### config.mk
export PLATFORM = sky130hd
export DESIGN_NAME = http_header_value_extractor_core
export DESIGN_NICKNAME = d
export VERILOG_FILES = /design/src/hdl/hhve_pkg.sv /design/src/hdl/hhve_parser.sv /design/src/hdl/hhve_outq.sv /design/src/hdl/http_header_value_extractor_core.sv
export SDC_FILE = /design/constraint.sdc
export NUM_CORES = 1
export LEC_CHECK = 0
export BUFFER_PORTS_ARGS = -buffer_cell sky130_fd_sc_hd__buf_2
export CORE_UTILIZATION = 61
export DETAILED_ROUTE_END_ITERATION = 8
export MAX_ROUTING_LAYER = met4
export PLACE_DENSITY = 0.81
export SKIP_LAST_GASP = 1
export SYNTH_ARGS = -nofsm -noshare
export SYNTH_HDL_FRONTEND = slang
export SYNTH_SLANG_ARGS = --single-unit
### constraint.sdc
create_clock -name clk -period 6.7 [get_ports clk]
set_input_delay 0.67 -clock clk [delete_from_list [all_inputs] [get_ports clk]]
set_output_delay 0.67 -clock clk [all_outputs]
set_load 0.02 [all_outputs]
### src/hdl/hhve_pkg.sv
// ----------------------------------------------------------------------------
// hhve_pkg
// Shared types and constants for the HTTP header value extractor: parse
// phases, result codes, configuration register indexes and the structs that
// pass between the parser, the result queue and the top level.
// ----------------------------------------------------------------------------
package hhve_pkg;

  // Characters the parser reacts to.
  localparam logic [7:0] CH_COLON = 8'h3A;
  localparam logic [7:0] CH_SPACE = 8'h20;
  localparam logic [7:0] CH_CR    = 8'h0D;
  localparam logic [7:0] CH_LF    = 8'h0A;
  localparam logic [7:0] CH_NUL   = 8'h00;

  // Result kinds.
  localparam logic [1:0] RK_BYTE      = 2'd0;
  localparam logic [1:0] RK_FOUND     = 2'd1;
  localparam logic [1:0] RK_NOT_FOUND = 2'd2;

  // Configuration register indexes.
  localparam logic [1:0] CFG_KEY_LOW  = 2'd0;
  localparam logic [1:0] CFG_KEY_HIGH = 2'd1;
  localparam logic [1:0] CFG_KEY_LEN  = 2'd2;

  localparam logic [15:0] VCOUNT_MAX = 16'hFFFF;

  // Result queue geometry.
  localparam int Q_DEPTH = 4;
  localparam int Q_PTR_W = 2;
  localparam int Q_CNT_W = 3;

  typedef enum logic [2:0] {
    PH_MATCH  = 3'd0,
    PH_SKIP   = 3'd1,
    PH_SPACES = 3'd2,
    PH_VALUE  = 3'd3,
    PH_DONE   = 3'd4
  } phase_t;

  typedef struct packed {
    logic [1:0]  kind;
    logic [7:0]  vbyte;
    logic [15:0] vlen;
  } result_t;

  typedef struct packed {
    logic        valid;
    logic [1:0]  index;
    logic [63:0] data;
  } cfg_wr_t;

  // Up to two results per header byte; slot 0 is always filled first.
  typedef struct packed {
    logic    push0;
    logic    push1;
    result_t res0;
    result_t res1;
  } push_t;

  typedef struct packed {
    logic [Q_CNT_W-1:0] count;
    logic               room2;
  } q_status_t;

endpackage

### src/hdl/hhve_parser.sv
// ----------------------------------------------------------------------------
// hhve_parser
// Key registers and the per-byte parse logic. One header byte is consumed
// per enabled cycle and up to two results are handed to the result queue.
// ----------------------------------------------------------------------------
module hhve_parser
  import hhve_pkg::*;
#(
  parameter int KEY_MAX_BYTES = 16
) (
  input  logic       clk,
  input  logic       rst_n,
  input  cfg_wr_t    cfg_wr,
  input  logic       step,
  input  logic [7:0] hdr_byte,
  input  logic       hdr_last,
  output push_t      push
);

  logic [7:0] key_r [KEY_MAX_BYTES];
  logic [4:0] key_len_r;

  phase_t      phase_r, phase_nxt;
  logic [4:0]  mcount_r, mcount_nxt;
  logic        prev_cr_r, prev_cr_nxt;
  logic [15:0] vcount_r, vcount_nxt;

  logic [4:0]  klen;
  logic [7:0]  kbyte;
  logic        crlf;
  logic        res_a_vld, res_b_vld;
  result_t     res_a, res_b;

  // Configuration registers.
  for (genvar i = 0; i < KEY_MAX_BYTES; i++) begin : g_key
    always_ff @(posedge clk) begin
      if (!rst_n) begin
        key_r[i] <= 8'h00;
      end else if (cfg_wr.valid) begin
        if (i < 8 && cfg_wr.index == CFG_KEY_LOW) begin
          key_r[i] <= cfg_wr.data[8*(i%8) +: 8];
        end else if (i >= 8 && cfg_wr.index == CFG_KEY_HIGH) begin
          key_r[i] <= cfg_wr.data[8*(i%8) +: 8];
        end
      end
    end
  end

  always_ff @(posedge clk) begin
    if (!rst_n) begin
      key_len_r <= 5'd0;
    end else if (cfg_wr.valid && cfg_wr.index == CFG_KEY_LEN) begin
      key_len_r <= cfg_wr.data[4:0];
    end
  end

  assign klen = (key_len_r > 5'(KEY_MAX_BYTES)) ? 5'(KEY_MAX_BYTES) : key_len_r;

  // Key byte at the current match position; only used while it is in range.
  always_comb begin
    kbyte = 8'h00;
    for (int i = 0; i < KEY_MAX_BYTES; i++) begin
      if (mcount_r == 5'(i)) begin
        kbyte = key_r[i];
      end
    end
  end

  assign crlf = prev_cr_r && (hdr_byte == CH_LF);

  always_comb begin
    phase_nxt   = phase_r;
    mcount_nxt  = mcount_r;
    vcount_nxt  = vcount_r;
    prev_cr_nxt = (hdr_byte == CH_CR);
    res_a_vld   = 1'b0;
    res_a       = '0;
    res_b_vld   = 1'b0;
    res_b       = '0;

    unique case (phase_r)
      PH_MATCH: begin
        if (mcount_r < klen && hdr_byte == kbyte) begin
          mcount_nxt = mcount_r + 5'd1;
        end else if (mcount_r >= klen && hdr_byte == CH_COLON) begin
          phase_nxt  = PH_SPACES;
          vcount_nxt = 16'd0;
        end else if (crlf) begin
          mcount_nxt = 5'd0;
        end else begin
          phase_nxt = PH_SKIP;
        end
      end
      PH_SKIP: begin
        if (crlf) begin
          phase_nxt  = PH_MATCH;
          mcount_nxt = 5'd0;
        end
      end
      PH_SPACES, PH_VALUE: begin
        if (!(phase_r == PH_SPACES && hdr_byte == CH_SPACE)) begin
          phase_nxt = PH_VALUE;
          res_a_vld = 1'b1;
          if (hdr_byte == CH_CR || hdr_byte == CH_NUL) begin
            res_a.kind = RK_FOUND;
            res_a.vlen = vcount_r;
            phase_nxt  = PH_DONE;
          end else begin
            res_a.kind  = RK_BYTE;
            res_a.vbyte = hdr_byte;
            if (vcount_r != VCOUNT_MAX) begin
              vcount_nxt = vcount_r + 16'd1;
            end
          end
        end
      end
      default: begin
      end
    endcase

    // End of the block: close out whatever is open and start over.
    if (hdr_last) begin
      if (phase_nxt == PH_MATCH || phase_nxt == PH_SKIP) begin
        res_b_vld  = 1'b1;
        res_b.kind = RK_NOT_FOUND;
      end else if (phase_nxt == PH_SPACES || phase_nxt == PH_VALUE) begin
        res_b_vld  = 1'b1;
        res_b.kind = RK_FOUND;
        res_b.vlen = vcount_nxt;
      end
      phase_nxt   = PH_MATCH;
      mcount_nxt  = 5'd0;
      prev_cr_nxt = 1'b0;
      vcount_nxt  = 16'd0;
    end
  end

  always_ff @(posedge clk) begin
    if (!rst_n) begin
      phase_r   <= PH_MATCH;
      mcount_r  <= 5'd0;
      prev_cr_r <= 1'b0;
      vcount_r  <= 16'd0;
    end else if (step) begin
      phase_r   <= phase_nxt;
      mcount_r  <= mcount_nxt;
      prev_cr_r <= prev_cr_nxt;
      vcount_r  <= vcount_nxt;
    end
  end

  always_comb begin
    push.push0 = step && (res_a_vld || res_b_vld);
    push.push1 = step && res_a_vld && res_b_vld;
    push.res0  = res_a_vld ? res_a : res_b;
    push.res1  = res_b;
  end

endmodule

### src/hdl/hhve_outq.sv
// ----------------------------------------------------------------------------
// hhve_outq
// Small result queue. Takes up to two results per cycle and delivers one per
// cycle on the result channel while pop is high.
// ----------------------------------------------------------------------------
module hhve_outq
  import hhve_pkg::*;
(
  input  logic      clk,
  input  logic      rst_n,
  input  push_t     push,
  input  logic      pop,
  output logic      empty,
  output result_t   head,
  output q_status_t status
);

  result_t            mem [Q_DEPTH];
  logic [Q_PTR_W-1:0] wr_ptr_r, wr_ptr_nxt;
  logic [Q_PTR_W-1:0] rd_ptr_r, rd_ptr_nxt;
  logic [Q_CNT_W-1:0] count_r, count_nxt;
  logic [Q_CNT_W-1:0] n_push;
  logic [Q_PTR_W-1:0] wr_ptr_p1;

  assign wr_ptr_p1 = wr_ptr_r + Q_PTR_W'(1);
  assign n_push    = Q_CNT_W'(push.push0) + Q_CNT_W'(push.push1);

  always_comb begin
    wr_ptr_nxt = wr_ptr_r + Q_PTR_W'(n_push);
    rd_ptr_nxt = pop ? rd_ptr_r + Q_PTR_W'(1) : rd_ptr_r;
    count_nxt  = count_r + n_push - Q_CNT_W'(pop);
  end

  always_ff @(posedge clk) begin
    if (push.push0) begin
      mem[wr_ptr_r] <= push.res0;
    end
    if (push.push1) begin
      mem[wr_ptr_p1] <= push.res1;
    end
  end

  always_ff @(posedge clk) begin
    if (!rst_n) begin
      wr_ptr_r <= '0;
      rd_ptr_r <= '0;
      count_r  <= '0;
    end else begin
      wr_ptr_r <= wr_ptr_nxt;
      rd_ptr_r <= rd_ptr_nxt;
      count_r  <= count_nxt;
    end
  end

  assign empty        = (count_r == '0);
  assign head         = mem[rd_ptr_r];
  assign status.count = count_r;
  assign status.room2 = (count_r <= Q_CNT_W'(Q_DEPTH - 2));

endmodule

### src/hdl/http_header_value_extractor_core.sv
// ----------------------------------------------------------------------------
// http_header_value_extractor_core
// Finds a configured key at the start of a header line and streams out the
// value bytes, then a length result, or a not-found result at block end.
// ----------------------------------------------------------------------------
//
//  Channel  Direction  Handshake          Payload
//  in_      input      in_valid/in_stall  header_byte, last_of_header
//  out_     output     out_valid/out_stall result_kind, value_byte, value_length
//  cfg_     input      cfg_valid/cfg_ready cfg_index, cfg_data
//
// One header byte is taken per cycle while in_stall is low. A byte is held in an
// input register, parsed once the queue has room for two results, and its
// results land in a four-entry result queue; results leave one per cycle while
// out_stall is low, so a byte that ends a value at block end yields two results.
// Input stalls only while the queue holds more than two results.
// Reset is synchronous; it clears the key registers and the parse state.
// Configuration writes are always accepted.
module http_header_value_extractor_core
  import hhve_pkg::*;
#(
  parameter int KEY_MAX_BYTES = 16
) (
  input  logic        clk,
  input  logic        rst_n,
  input  logic        in_valid,
  output logic        in_stall,
  input  logic [7:0]  in_header_byte,
  input  logic        in_last_of_header,
  output logic        out_valid,
  input  logic        out_stall,
  output logic [1:0]  out_result_kind,
  output logic [7:0]  out_value_byte,
  output logic [15:0] out_value_length,
  input  logic        cfg_valid,
  output logic        cfg_ready,
  input  logic [1:0]  cfg_index,
  input  logic [63:0] cfg_data
);

  logic       s1_valid_r, s1_valid_nxt;
  logic [7:0] s1_byte_r;
  logic       s1_last_r;
  logic       s1_go;
  logic       q_empty;
  cfg_wr_t    cfg_wr;
  push_t      push;
  result_t    head;
  q_status_t  q_stat;

  assign cfg_ready    = 1'b1;
  assign cfg_wr.valid = cfg_valid;
  assign cfg_wr.index = cfg_index;
  assign cfg_wr.data  = cfg_data;

  // The staged byte is parsed only when the queue can take two results.
  assign s1_go    = s1_valid_r && q_stat.room2;
  assign in_stall = s1_valid_r && !q_stat.room2;

  assign s1_valid_nxt = in_stall ? s1_valid_r : in_valid;

  always_ff @(posedge clk) begin
    if (!rst_n) begin
      s1_valid_r <= 1'b0;
    end else begin
      s1_valid_r <= s1_valid_nxt;
    end
  end

  always_ff @(posedge clk) begin
    if (in_valid && !in_stall) begin
      s1_byte_r <= in_header_byte;
      s1_last_r <= in_last_of_header;
    end
  end

  hhve_parser #(
    .KEY_MAX_BYTES(KEY_MAX_BYTES)
  ) u_parser (
    .clk      (clk),
    .rst_n    (rst_n),
    .cfg_wr   (cfg_wr),
    .step     (s1_go),
    .hdr_byte (s1_byte_r),
    .hdr_last (s1_last_r),
    .push     (push)
  );

  hhve_outq u_outq (
    .clk    (clk),
    .rst_n  (rst_n),
    .push   (push),
    .pop    (out_valid && !out_stall),
    .empty  (q_empty),
    .head   (head),
    .status (q_stat)
  );

  assign out_valid        = !q_empty;
  assign out_result_kind  = head.kind;
  assign out_value_byte   = head.vbyte;
  assign out_value_length = head.vlen;

`ifndef NO_ASSERTIONS
  a_q_no_overflow: assert property (@(posedge clk) disable iff (!rst_n)
    q_stat.count <= Q_CNT_W'(Q_DEPTH))
    else $error("result queue count above its depth");

  a_step_has_room: assert property (@(posedge clk) disable iff (!rst_n)
    push.push0 |-> q_stat.room2)
    else $error("result pushed without room in the queue");

  a_end_no_byte: assert property (@(posedge clk) disable iff (!rst_n)
    (out_valid && out_result_kind != RK_BYTE) |-> (out_value_byte == 8'h00))
    else $error("end result carries a value byte");

  a_byte_no_len: assert property (@(posedge clk) disable iff (!rst_n)
    (out_valid && out_result_kind == RK_BYTE) |-> (out_value_length == 16'd0))
    else $error("value byte result carries a length");
`endif

endmodule
# After elaboration in Yosys (flattened, before gate mapping)
# Memories as Yosys holds them, arrays and structs flattened. A register that Yosys moved wholly into a read port is not among the register bits.
# Index checks and enable logic that the tools add are counted.
# totals
ff_bits	47
ram_bits	232
elab_cells	186
out_inout_bits	29
mem_count	2
# mem_list
name	words	word_bits	read_ports	rd_ports_with_merged_regs	write_ports	line	source
u_parser.key_r	16	8	16	0	16	hhve_parser.sv:20	logic [7:0] key_r [KEY_MAX_BYTES];
u_outq.mem	4	26	1	1	2	hhve_outq.sv:18	result_t mem [Q_DEPTH];
# op_classes
bitwise	16
n_mux	86
eq_ne	30
reduce_logical	29
n_addsub	8
order_cmp	4
# op_table
cell	count
8-bit 2-to-1 mux	33
16-bit 2-to-1 mux	10
26-bit 2-to-1 mux	3
5-bit by 4-bit equality test with 1-bit output, second input constant	8
16-bit case mux with 2 select lines	1
5-bit 2-to-1 mux	5
1-bit 2-to-1 mux	21
3-bit 2-to-1 mux	7
5-bit by 3-bit equality test with 1-bit output, second input constant	4
16-bit by 1-bit adder with 16-bit output, second input constant	1
8-bit by 4-bit equality test with 1-bit output, second input constant	2
8-bit by 6-bit equality test with 1-bit output, second input constant	2
16-bit inequality test, second input constant	1
1-bit bitwise OR	16
3-bit by 2-bit equality test with 1-bit output, second input constant	4
1-bit logical AND	12
5-bit by 2-bit equality test with 1-bit output, second input constant	2
5-bit case mux with 2 select lines	1
3-bit zero test	3
3-bit case mux with 3 select lines	1
8-bit equality test	1
8-bit zero test	1
2-bit 2-to-1 mux	4
3-bit by 1-bit equality test with 1-bit output, second input constant	2
21 further kinds	28

# Logic depth before layout (Yosys ltp)
# depth
depth_word	31
ltp_mapped	18

# Hierarchy
# A second synthesis with hierarchy kept.
# unflattened
hier_cells	1300
hier_area_um2	15214.6
# modules_own_cells
mod	cells_each	area_per_inst_um2	seq_area_each_um2	n_inst
hhve_parser	983	9405.3	4444.3	1
hhve_outq	299	5466.5	3303.2	1
http_header_value_extractor_core	18	342.8	290.3	1

# Worst setup path after synthesis
# Ideal clock, no wire load.
# synth_timing
path_type	input to register
from	input cfg_valid
to	memory u_parser.key_r[0][0], enable pin
setup_slack_ns	0.699
t_arrival_ns	5.427
setup_time_ns	0.574
path_buffers	0
path_stages	3
cell_sequence	nor2b_1 inv_1 o21ai_0
# synth_lines
element	line	source
from (decl)	http_header_value_extractor_core.sv:35	input logic cfg_valid,
to (decl)	hhve_parser.sv:20	

==> results by group <==
Run status
  • Status: completed

Global route
  • Vias in the first global route: 10580
  • Grt ovf: 0
  • Pin count of the biggest net entering global routing: 65
  • Total GRT Usage: 0.3265
  • First-pass GRT wire length: 58730 µm
  • Antenna violations before repair: 0

Timing
  • Max_slew headroom: 0.2345
  • Setup ws final: 1.460 ns
  • Min Tclk post-route: 5.240 ns
  • Fin. Hold Viols: 0
  • Final setup viols: 0
  • Clock Skew: 0.01493 ns
  • RSZ-0062 raised after global routing: no
  • Setup TNS: 0 ns
  • Slew @ Worst Pin: 1.146 ns
  • Max Fclk: 0.1908 GHz
  • Count of final max-slew check failures: 0
  • Fin crit share: 0.7821

Placement
  • Port buffer count: 107
  • RD Place Congestion: 1.002
  • Place WS: 1.580 ns
  • HPWL Detailed: 24990 µm
  • Placed Instances: 1624

Finish
  • Layout area overhead: 11.11%
  • Layout Utilization: 0.6948
  • Number of diodes: 0
  • Number of nets in the layout: 1468
  • Final cell count without fillers: 1680
  • Ratio of cells with drive above 1 in the final layout: 0.1620

Drt
  • Top sig layer: met4
  • WL met3: 4227 µm
  • DRT Pass-1 Iters: 6
  • Metal2 WL: 16570 µm
  • Initial DRC Count: 1612
  • WL final: 37100 µm
  • Via density: 6.623
  • Vias: 11130
  • WL/cell: 22.08 µm
  • Routed Antenna Nets: 0
  • Drc violations: 0
  • Met1 Routed Length: 15450 µm

Power and ir drop
  • PD cells: 265.7 mW/mm²
  • Total power: 4193 µW
  • Max IR drop VDD: 0.2281 mV
  • Leakage: 0.005577 µW

Yosys
  • Register area share after synthesis: 0.5434
  • Synth Flop Type: edfxtp_1
  • EDFF count, synth: 209
  • Yosys warns: 0
  • Post-Synthesis Cells: 1317
  • Syn_nets: 1414
  • Synthesized flop and latch total: 281
  • Mapped Area: 0.01420 mm²
  • Syn_area_per_cell: 10.78 µm²
  • Asr flop ratio synth: 0
  • Synth unique cells: 77

Clock network
  • H-tree level count: 1
  • Maximum clock insertion buffer count: 3
  • Hold_buf cts: 0
  • Number of gates resized after CTS: 0
  • Num CTS Buffers: 30
  • Clk Latency, worst-skew pair: 0.56 ns
  • Clk slew on worst S/H paths: 0.06 ns
  • CTS tree: yes
  • # clock sinks: 281
  • Root buf cell: clkbuf_16
  • Setup repair bufs after CTS: 0

Critical path
  • WS Path Type: reg2reg
  • CP Launch Type: register
  • WP data arrival: 5.51 ns
  • Most used cell, CP: ha_1
  • CP delay by family, top: simple AND/OR/NAND/NOR gates
  • Worst endpoint required time: 6.97 ns
  • Worst-path fanout max: 23
  • Crit-path max cell delay: 0.68 ns
  • CP max stage cell: ha_1
  • Crit. End Element: register
  • Worst path bufs/invs: 0
  • CP cell instances: ha_1 > and3_1 > ha_1 > o31ai_1 > xnor2_1 > a311oi_1 > or4b_1 > a221oi_1 > nand4_1 > or2_1 > a31oi_4 > or3_1 > o22ai_1

Die
  • Starting density of the core: 0.6253
  • Die ar.: 0.02390 mm²
  • Die W: 154.6 µm
  • Die height: 154.6 µm
  • Row cnt: 55
  • Top Ports: 109
  • Core area: 0.02271 mm²

Job
  • Max cap viols: 0

Min path
  • Hold Path Class: in2reg
## power by group
| part | switching, µW | internal (µW) | total [µW] |
|---|---|---|---|
| Clock | 682 | 1010 | 1700 |
| Combinational | 248 | 194 | 442 |
| Sequential | 96.2 | 1960 | 2050 |
## worst paths after layout
| check | startpoint | endpoint | slack [ns] | cells past startpoint |
|---|---|---|---|---|
| max | u_parser.mcount_r[1] | u_outq.mem[0][3] | 1.46 | 13 |
| min | in_header_byte[3] | s1_byte_r[3] | 0.29 | 1 |
| max reg2reg | u_parser.mcount_r[1] | u_outq.mem[0][3] | 1.46 | 13 |
| min reg2reg | u_outq.mem[2][21] | u_outq.mem[2][21] | 0.45 | 2 |
## cell families (layout without fill, tap and decap cells)
group	count (synthesis)	count (layout)	synth area share
and+or+nand+nor	542	542	0.2017
AOI/OAI and AO/OA	298	298	0.1387
DFF	281	281	0.5434
buffers and inverters	117	195	0.03612
muxes	39	39	0.05075
xor gates and xnor gates	22	22	0.01357
adders and majority gates	17	17	0.01551
other	1	1	0.0002641
## synth_stat cells (all sizes together), types with 5 or more instances
cell type	number	area (µm²)
a22oi	8	60.06
or3b	5	43.80
and3b	13	113.9
dfxtp	72	1441
or4b	6	60.06
and3	10	62.56
a21oi	74	370.4
buf	32	193.9
mux4	26	585.6
and2	138	863.3
nor2	107	401.6
nand2b	15	93.84
o22ai	70	437.9
o21ai	38	190.2
a22o	5	43.79
a31o	6	52.55
o22a	5	43.79
clkbuf	64	240.2
or2	8	50.05
nor2b	23	143.9
edfxtp	209	6276
a211oi	7	52.55
nand2	114	427.9
nand3	39	195.2
inv	21	78.83
nand4	6	37.54
nor3	26	135.1
xor2	10	87.58
o31ai	5	37.54
or3	13	81.33
o211ai	8	60.06
nor4	5	31.28
mux2i	9	90.09
a221o	6	60.06
xnor2	12	105.1
a31oi	14	102.6
ha	16	200.2
o21a	6	45.04
## state kept, by name, summed over array words and instances (netlist names), named ones only
signal,cells
u_parser.key_r,128
u_outq.mem,104
u_parser.vcount_r,16
s1_byte_r,8
u_parser.key_len_r,5
u_parser.mcount_r,5
u_outq.count_r,3
u_parser.phase_r,3
u_outq.rd_ptr_r,2
u_outq.wr_ptr_r,2
s1_last_r,1
s1_valid_r,1
u_parser.prev_cr_r,1
## cell type report
type / count / area (µm²)
clock buffers: 40 / 860.8
clock inverters: 16 / 158.9
fillers: 1662 / 6930
inverters: 21 / 78.83
multi-input cells: 919 / 5987
flip-flops and latches: 281 / 7719
well taps: 285 / 356.6
repair buffers: 118 / 618.1
## placed cells by master, fill, tap and decap left out, types with 13 or more instances in the layout
cell | Yosys | routed
inv_1 | 21 | 21
o21ai_0 | 36 | 35
clkbuf_16 | 0 | 32
ha_1 | 16 | 16
dfxtp_1 | 72 | 71
and3b_1 | 13 | 13
or3_1 | 13 | 13
nand2b_1 | 15 | 15
mux4_2 | 26 | 26
a21oi_1 | 74 | 74
o22ai_1 | 70 | 70
nor3_1 | 25 | 25
nand3_1 | 39 | 39
a31oi_1 | 13 | 13
buf_2 | 14 | 107
nand2_1 | 114 | 113
nor2b_1 | 23 | 23
nor2_1 | 107 | 106
edfxtp_1 | 209 | 209
and2_1 | 138 | 138
## layer usage
layer	track usage	up-vias
li1	-	4993
met1	0.4745	5279
met2	0.4803	763
met3	0.05576	92
met4	0.07826	0
met5	-	-
## stage by stage
step / instance area, µm² / hold slack, ns
2_1_floorplan: 14200 / 0.4320
3_3_place_gp: 14760 / 0.4411
3_5_place_dp: 14760 / 0.4447
4_1_cts: 15780 / 0.2759
5_1_grt: 15780 / 0.2764
6_report: 15780 / 0.2882
(Power assumes the default switching activity.)
